`src/hw/rtl/pps_pkg.sv`:
```
// ----------------------------------------------------------------------------
// pps_pkg
// Shared types and constants of the particle pool: command and status
// structs between the controller and the datapath, and the function codes.
// ----------------------------------------------------------------------------
package pps_pkg;

    localparam int SLOT_MAX = 32;
    localparam int W_Q      = 24;
    localparam int W_SLOT   = 5;
    localparam int W_CNT    = 6;
    localparam int W_AGE    = 24;
    localparam int W_EL     = 16;
    localparam int W_SIZE   = 16;
    localparam int W_GRAV   = 23;

    localparam logic [1:0] FUNC_SPAWN = 2'd0;
    localparam logic [1:0] FUNC_TICK  = 2'd1;
    localparam logic [1:0] FUNC_CLEAR = 2'd2;

    typedef enum logic [4:0] {
        OP_NONE,
        OP_CAPTURE,
        OP_READ,
        OP_MUL_X,
        OP_ADD_X,
        OP_MUL_Y,
        OP_ADD_Y,
        OP_MUL_Z,
        OP_ADD_Z,
        OP_MUL_G,
        OP_ADD_G,
        OP_MUL_S,
        OP_DIV_INIT,
        OP_DIV_STEP,
        OP_TICK_START,
        OP_TICK_WB,
        OP_SPAWN_WB,
        OP_CLEAR,
        OP_OUT_REC,
        OP_OUT_SPAWN,
        OP_OUT_EMPTY
    } t_dp_op;

    typedef struct packed {
        t_dp_op              op;
        logic [W_SLOT-1:0]   idx;
    } t_dp_cmd;

    typedef struct packed {
        logic [1:0]          func;
        logic                idx_active;
        logic                any_after;
        logic                any_active;
        logic                out_free;
        logic [W_SLOT-1:0]   last_spawned;
    } t_dp_status;

endpackage

```
`src/hw/rtl/pps_ctrl.sv`:
```
// ----------------------------------------------------------------------------
// pps_ctrl
// Sequencer of the particle pool: slot search, per-slot tick steps and the
// emit walk. Drives at most one datapath op per cycle.
// ----------------------------------------------------------------------------
module pps_ctrl #(
    parameter int NSLOT = 32
) (
    input  logic                i_clk,
    input  logic                i_rst_n,
    input  logic                i_valid,
    output logic                o_ready,
    input  pps_pkg::t_dp_status i_status,
    output pps_pkg::t_dp_cmd    o_cmd
);
    import pps_pkg::*;

    localparam logic [W_SLOT-1:0] LAST_IDX = W_SLOT'(NSLOT - 1);
    localparam logic [W_SLOT-1:0] DIV_LAST = W_SLOT'(W_SIZE - 1);

    typedef enum logic [4:0] {
        S_IDLE, S_DISP, S_FIN, S_SRCH, S_SP_WB, S_SP_OUT,
        S_T_CHK, S_T_RD, S_T_MX, S_T_AX, S_T_MY, S_T_AY, S_T_MZ, S_T_AZ,
        S_T_MG, S_T_AG, S_T_MS, S_T_DI, S_T_DV, S_T_WB,
        S_E_START, S_E_CHK, S_E_RD, S_E_OUT
    } t_state;

    t_state              r_state, n_state;
    logic [W_SLOT-1:0]   r_idx, n_idx;
    logic [W_SLOT-1:0]   r_cnt, n_cnt;
    t_dp_op              op;

    function automatic logic [W_SLOT-1:0] wrap_inc(input logic [W_SLOT-1:0] v);
        return (v == LAST_IDX) ? '0 : v + 1'b1;
    endfunction

    always_comb begin
        n_state = r_state;
        n_idx   = r_idx;
        n_cnt   = r_cnt;
        op      = OP_NONE;
        case (r_state)
            S_IDLE: begin
                if (i_valid) begin
                    op      = OP_CAPTURE;
                    n_state = S_DISP;
                end
            end
            S_DISP: begin
                case (i_status.func)
                    FUNC_SPAWN: begin
                        n_idx   = wrap_inc(i_status.last_spawned);
                        n_cnt   = '0;
                        n_state = S_SRCH;
                    end
                    FUNC_TICK: begin
                        op      = OP_TICK_START;
                        n_idx   = '0;
                        n_state = S_T_CHK;
                    end
                    FUNC_CLEAR: begin
                        op      = OP_CLEAR;
                        n_state = S_FIN;
                    end
                    default: n_state = S_FIN;
                endcase
            end
            S_FIN: begin
                if (i_status.out_free) begin
                    op      = OP_OUT_EMPTY;
                    n_state = S_IDLE;
                end
            end
            S_SRCH: begin
                if (!i_status.idx_active) begin
                    n_state = S_SP_WB;
                end else if (r_cnt == LAST_IDX) begin
                    n_state = S_FIN;    // pool full
                end else begin
                    n_idx = wrap_inc(r_idx);
                    n_cnt = r_cnt + 1'b1;
                end
            end
            S_SP_WB: begin
                op      = OP_SPAWN_WB;
                n_state = S_SP_OUT;
            end
            S_SP_OUT: begin
                if (i_status.out_free) begin
                    op      = OP_OUT_SPAWN;
                    n_state = S_IDLE;
                end
            end
            S_T_CHK: begin
                if (i_status.idx_active) begin
                    n_state = S_T_RD;
                end else if (r_idx == LAST_IDX) begin
                    n_state = S_E_START;
                end else begin
                    n_idx = r_idx + 1'b1;
                end
            end
            S_T_RD: begin op = OP_READ;  n_state = S_T_MX; end
            S_T_MX: begin op = OP_MUL_X; n_state = S_T_AX; end
            S_T_AX: begin op = OP_ADD_X; n_state = S_T_MY; end
            S_T_MY: begin op = OP_MUL_Y; n_state = S_T_AY; end
            S_T_AY: begin op = OP_ADD_Y; n_state = S_T_MZ; end
            S_T_MZ: begin op = OP_MUL_Z; n_state = S_T_AZ; end
            S_T_AZ: begin op = OP_ADD_Z; n_state = S_T_MG; end
            S_T_MG: begin op = OP_MUL_G; n_state = S_T_AG; end
            S_T_AG: begin op = OP_ADD_G; n_state = S_T_MS; end
            S_T_MS: begin op = OP_MUL_S; n_state = S_T_DI; end
            S_T_DI: begin
                op      = OP_DIV_INIT;
                n_cnt   = '0;
                n_state = S_T_DV;
            end
            S_T_DV: begin
                op    = OP_DIV_STEP;
                n_cnt = r_cnt + 1'b1;
                if (r_cnt == DIV_LAST) begin
                    n_state = S_T_WB;
                end
            end
            S_T_WB: begin
                op = OP_TICK_WB;
                if (r_idx == LAST_IDX) begin
                    n_state = S_E_START;
                end else begin
                    n_idx   = r_idx + 1'b1;
                    n_state = S_T_CHK;
                end
            end
            S_E_START: begin
                if (i_status.any_active) begin
                    n_idx   = '0;
                    n_state = S_E_CHK;
                end else begin
                    n_state = S_FIN;
                end
            end
            S_E_CHK: begin
                if (i_status.idx_active) begin
                    n_state = S_E_RD;
                end else if (r_idx == LAST_IDX) begin
                    n_state = S_IDLE;
                end else begin
                    n_idx = r_idx + 1'b1;
                end
            end
            S_E_RD: begin
                op      = OP_READ;
                n_state = S_E_OUT;
            end
            S_E_OUT: begin
                if (i_status.out_free) begin
                    op = OP_OUT_REC;
                    if (!i_status.any_after) begin
                        n_state = S_IDLE;
                    end else begin
                        n_idx   = r_idx + 1'b1;
                        n_state = S_E_CHK;
                    end
                end
            end
            default: n_state = S_IDLE;
        endcase
    end

    always_ff @(posedge i_clk) begin
        if (!i_rst_n) begin
            r_state <= S_IDLE;
            r_idx   <= '0;
            r_cnt   <= '0;
        end else begin
            r_state <= n_state;
            r_idx   <= n_idx;
            r_cnt   <= n_cnt;
        end
    end

    assign o_ready   = (r_state == S_IDLE);
    assign o_cmd.op  = op;
    assign o_cmd.idx = r_idx;

endmodule

```
`config.mk`:
```
export PLATFORM = sky130hd
export DESIGN_NAME = pps_ctrl
export DESIGN_NICKNAME = d
export VERILOG_FILES = /design/src/hw/rtl/pps_pkg.sv /design/src/hw/rtl/pps_ctrl.sv
export SDC_FILE = /design/constraint.sdc
export NUM_CORES = 1
export LEC_CHECK = 0
export BUFFER_PORTS_ARGS = -buffer_cell sky130_fd_sc_hd__buf_2
export CORE_ASPECT_RATIO = 0.6
export CORE_MARGIN = 2
export CORE_UTILIZATION = 61
export DETAILED_ROUTE_END_ITERATION = 10
export PLACE_DENSITY_LB_ADDON = 0.25
export SLEW_MARGIN = 20
export SYNTH_ARGS = -nofsm -noshare
export SYNTH_HDL_FRONTEND = slang
export SYNTH_SLANG_ARGS = --single-unit
```
`constraint.sdc`:
```
create_clock -name i_clk -period 4.1 [get_ports i_clk]
set_clock_uncertainty 0.1 [all_clocks]
set_input_delay 0.205 -clock i_clk [delete_from_list [all_inputs] [get_ports i_clk]]
set_output_delay 0.205 -clock i_clk [all_outputs]
set_load 0.02 [all_outputs]
```
==> reports/results.tsv <==
metric	value	unit
sequential-to-total area share from yosys stat	17.70	%
Yosys top cell area share	17.70	%
hold depth	3	
Seq. cell area	300.3	µm²
Site Rows	14	
io pins	25	
antenna violations before repair	0	
R2R depth	5	
Die Wd	72.09	µm
Achievable Freq	354.1	MHz
Cell variety after synth	60	
CP delay by family, top	compound AO/OA/AOI/OAI gates	
CTS tree	built	
Seq cells post-synth	15	
Port-buffer cells	24	
Initial Utilization	65.89	%
power per cell area	480.1	mW/mm²
Main synth FF type	dfxtp_1	
Yosys top cell by area	dfxtp_1	
gp weighted congestion	1.016	
Global Route Usage Sum	29.90	%
Power Internal	0.4472	mW
area of the multi-input gates	0.001261	mm²
via count	1916	
Post-CTS Setup Inserts	0	
number of enable flip-flop cells after synthesis	0	
Post-DRT Antenna Nets	0	
outcome	completed	
Slew HR	28.11	%
Hold Violations, Final	0	
CTS H-tree depth	1	
Post-Syn Instances	238	
post-route setup TNS	0	ns
switching part of the total	49.35	%
Max Fanout on Critical Path	35	
DIE AREA	0.003233	mm²
total global routing overflow	0	
Die Height	44.85	µm
NumNets Final	272	
share of cells above drive strength 1	14.80	%
Clk Latency, worst-skew pair	0.24	ns
Antenna diodes	0	
Final Util	71.43	%
pin count of the biggest net entering global routing	36	
Final setup viols	0	
P_leak	0.7048	nW
Crit. End Element	flip-flop	
Root Buffer	clkbuf_8	
drt drc	0	
CTS Sinks	15	
first-pass GRT wire length	7576	µm
top-count cell post-synth	nor2_1	
vias per inst	6.794	
Resized Gates After CTS	0	
CP startpoint kind	flip-flop	
Hold Path Class	primary input to flip-flop	
Clock Path Buffers	2	
Worst-path clk slew	0.06	ns
worst setup path start	r_state[2]	
CP arrival	2.88	ns
Comb pwr share	59.0	%
placed cells	278	
kind of critical path	flip-flop to flip-flop	
Worst path max stage delay	1.03	ns
clock share of power	13.3	%
asr flop ratio synth	0	%
VDD IR-drop max	0.2179	mV
Synth Net Count	259	
Period Utilization, post-route	68.87	%
final cell count without fillers	282	
r2r startpoint	r_state[2]	
CTS Buf Count	3	
drt wl/cell	16.98	µm
core area	0.002575	mm²
Warnings, synthesis	0	
fin crit period	2.824	ns
Avg Inst Size Synth	7.129	µm²
Slew @ Worst Pin	1.077	ns
hold buffers post-CTS	0	
top cells by area, synth	dfxtp_1, ha_1, a21oi_1, nor2_1, o21ai_0	
first-pass detailed-route iteration total	5	
sequential share of power	27.7	%
Tot Pwr	0.8830	mW
NetSw	0.4358	mW
vias in the first global route	1585	
Worst Path Buf+Inv	0	
DRT Wirelength	4789	µm
Cell Area, Synth	0.001697	mm²
final max-slew violation count	0	
Data required, critical path	4.15	ns
Layout area overhead	8.407	%
hpwl dp	3495	µm
CP cell instances	mux2_2 > a211oi_2 > o21ai_0 > o32a_1 > a211oi_1	
Max Cap Viol	0	
Slowest-stage cell, CP	dfxtp_1	
WP depth	5	
commonest cells in the netlist	nor2_1, a21oi_1, dfxtp_1, nand2_1, o21ai_0	
# fillers	229	
HP Start	i_rst_n	
RSZ-0062 raised after global routing	false	
1st-iter DRT viols	225	
## routing by layer
| metal | vias up | GRT usage, % | routed length, µm |
|---|---|---|---|
| met4 | 0 | 2.642 | 27 |
| li1 | 926 | - | - |
| met2 | 125 | 41.65 | 1899 |
| met5 | - | 0 | 0 |
| met1 | 859 | 44.84 | 2173 |
| met3 | 6 | 11.38 | 688 |
## layout make-up
class / count / share of cell area [%]
Inverter: 13 / 2.653
Timing Repair Buffer: 27 / 7.755
Tap cell: 32 / 2.177
Sequential cell: 15 / 16.33
Clock buffer: 3 / 2.245
Multi-Input combinational cell: 191 / 68.57
Clock inverter: 1 / 0.2721
## cell families (layout without fill, tap and decap cells)
| kind of cell | count (synthesis) | after routing | share of synthesized area (%) |
|---|---|---|---|
| AOI/OAI and AO/OA | 85 | 85 | 35.62 |
| DFF | 15 | 15 | 17.70 |
| adders and majority gates | 7 | 7 | 5.162 |
| and+or+nand+nor | 91 | 91 | 29.20 |
| muxes | 2 | 2 | 1.254 |
| buffers and inverters | 32 | 44 | 7.964 |
| xor gates and xnor gates | 6 | 6 | 3.097 |
## worst paths after layout
path	to	slack, ns
setup / recovery	r_idx[3]	1.28
hold reg to reg	r_cnt[1]	0.39
hold / removal	r_idx[3]	0.16
setup reg to reg	r_idx[3]	1.28
## worst min-delay path: stages
cell      delay (ns)
buf_2           0.13
o41ai_1         0.07
a211oi_1        0.05
## registers in the layout, summed over array words and instances, names as in the netlist
name     count
r_idx        5
r_state      5
r_cnt        5
## through the flow
| step | worst slack (ns) | hold WS, ns | area, µm² |
|---|---|---|---|
| 5_1_grt | 1.144 | 0.1580 | 1839 |
| 6_report | 1.276 | 0.1587 | 1839 |
| 3_3_place_gp | 1.471 | 0.3664 | 1793 |
| 3_5_place_dp | 1.393 | 0.3757 | 1793 |
| 2_1_floorplan | 1.656 | 0.2326 | 1697 |
| 4_1_cts | 1.356 | 0.1538 | 1839 |
## power groups by stage
| stage | Sequential [mW] | Clock (mW) | Combinational (mW) |
|---|---|---|---|
| global route | 0.252 | 0.125 | 0.563 |
| global placement | 0.245 | 0 | 0.504 |
| CTS | 0.241 | 0.118 | 0.510 |
| floorplan | 0.226 | 0 | 0.393 |
| finish | 0.245 | 0.118 | 0.521 |
| detailed placement | 0.243 | 0 | 0.508 |
## placed cells by master (no fill, tap or decap), types with 3 or more instances in the layout
master | synthesis | final
buf_4 | 1 | 3
nor2_1 | 18 | 18
nor2b_1 | 8 | 8
a21oi_1 | 17 | 17
or3_1 | 5 | 5
and3_1 | 8 | 8
o22ai_1 | 4 | 4
nor3b_1 | 3 | 3
buf_2 | 8 | 24
nand2b_1 | 5 | 5
inv_1 | 12 | 12
o21ai_0 | 13 | 13
dfxtp_1 | 15 | 15
a22o_1 | 3 | 3
xnor2_1 | 4 | 4
a211oi_1 | 8 | 8
nor3_1 | 6 | 6
o32ai_1 | 5 | 5
ha_1 | 7 | 7
nand3_1 | 8 | 8
and2_1 | 3 | 3
o211ai_1 | 3 | 3
nand2_1 | 15 | 15
a31oi_1 | 5 | 5
clkbuf_8 | 0 | 3
(Power assumes the default switching activity.)
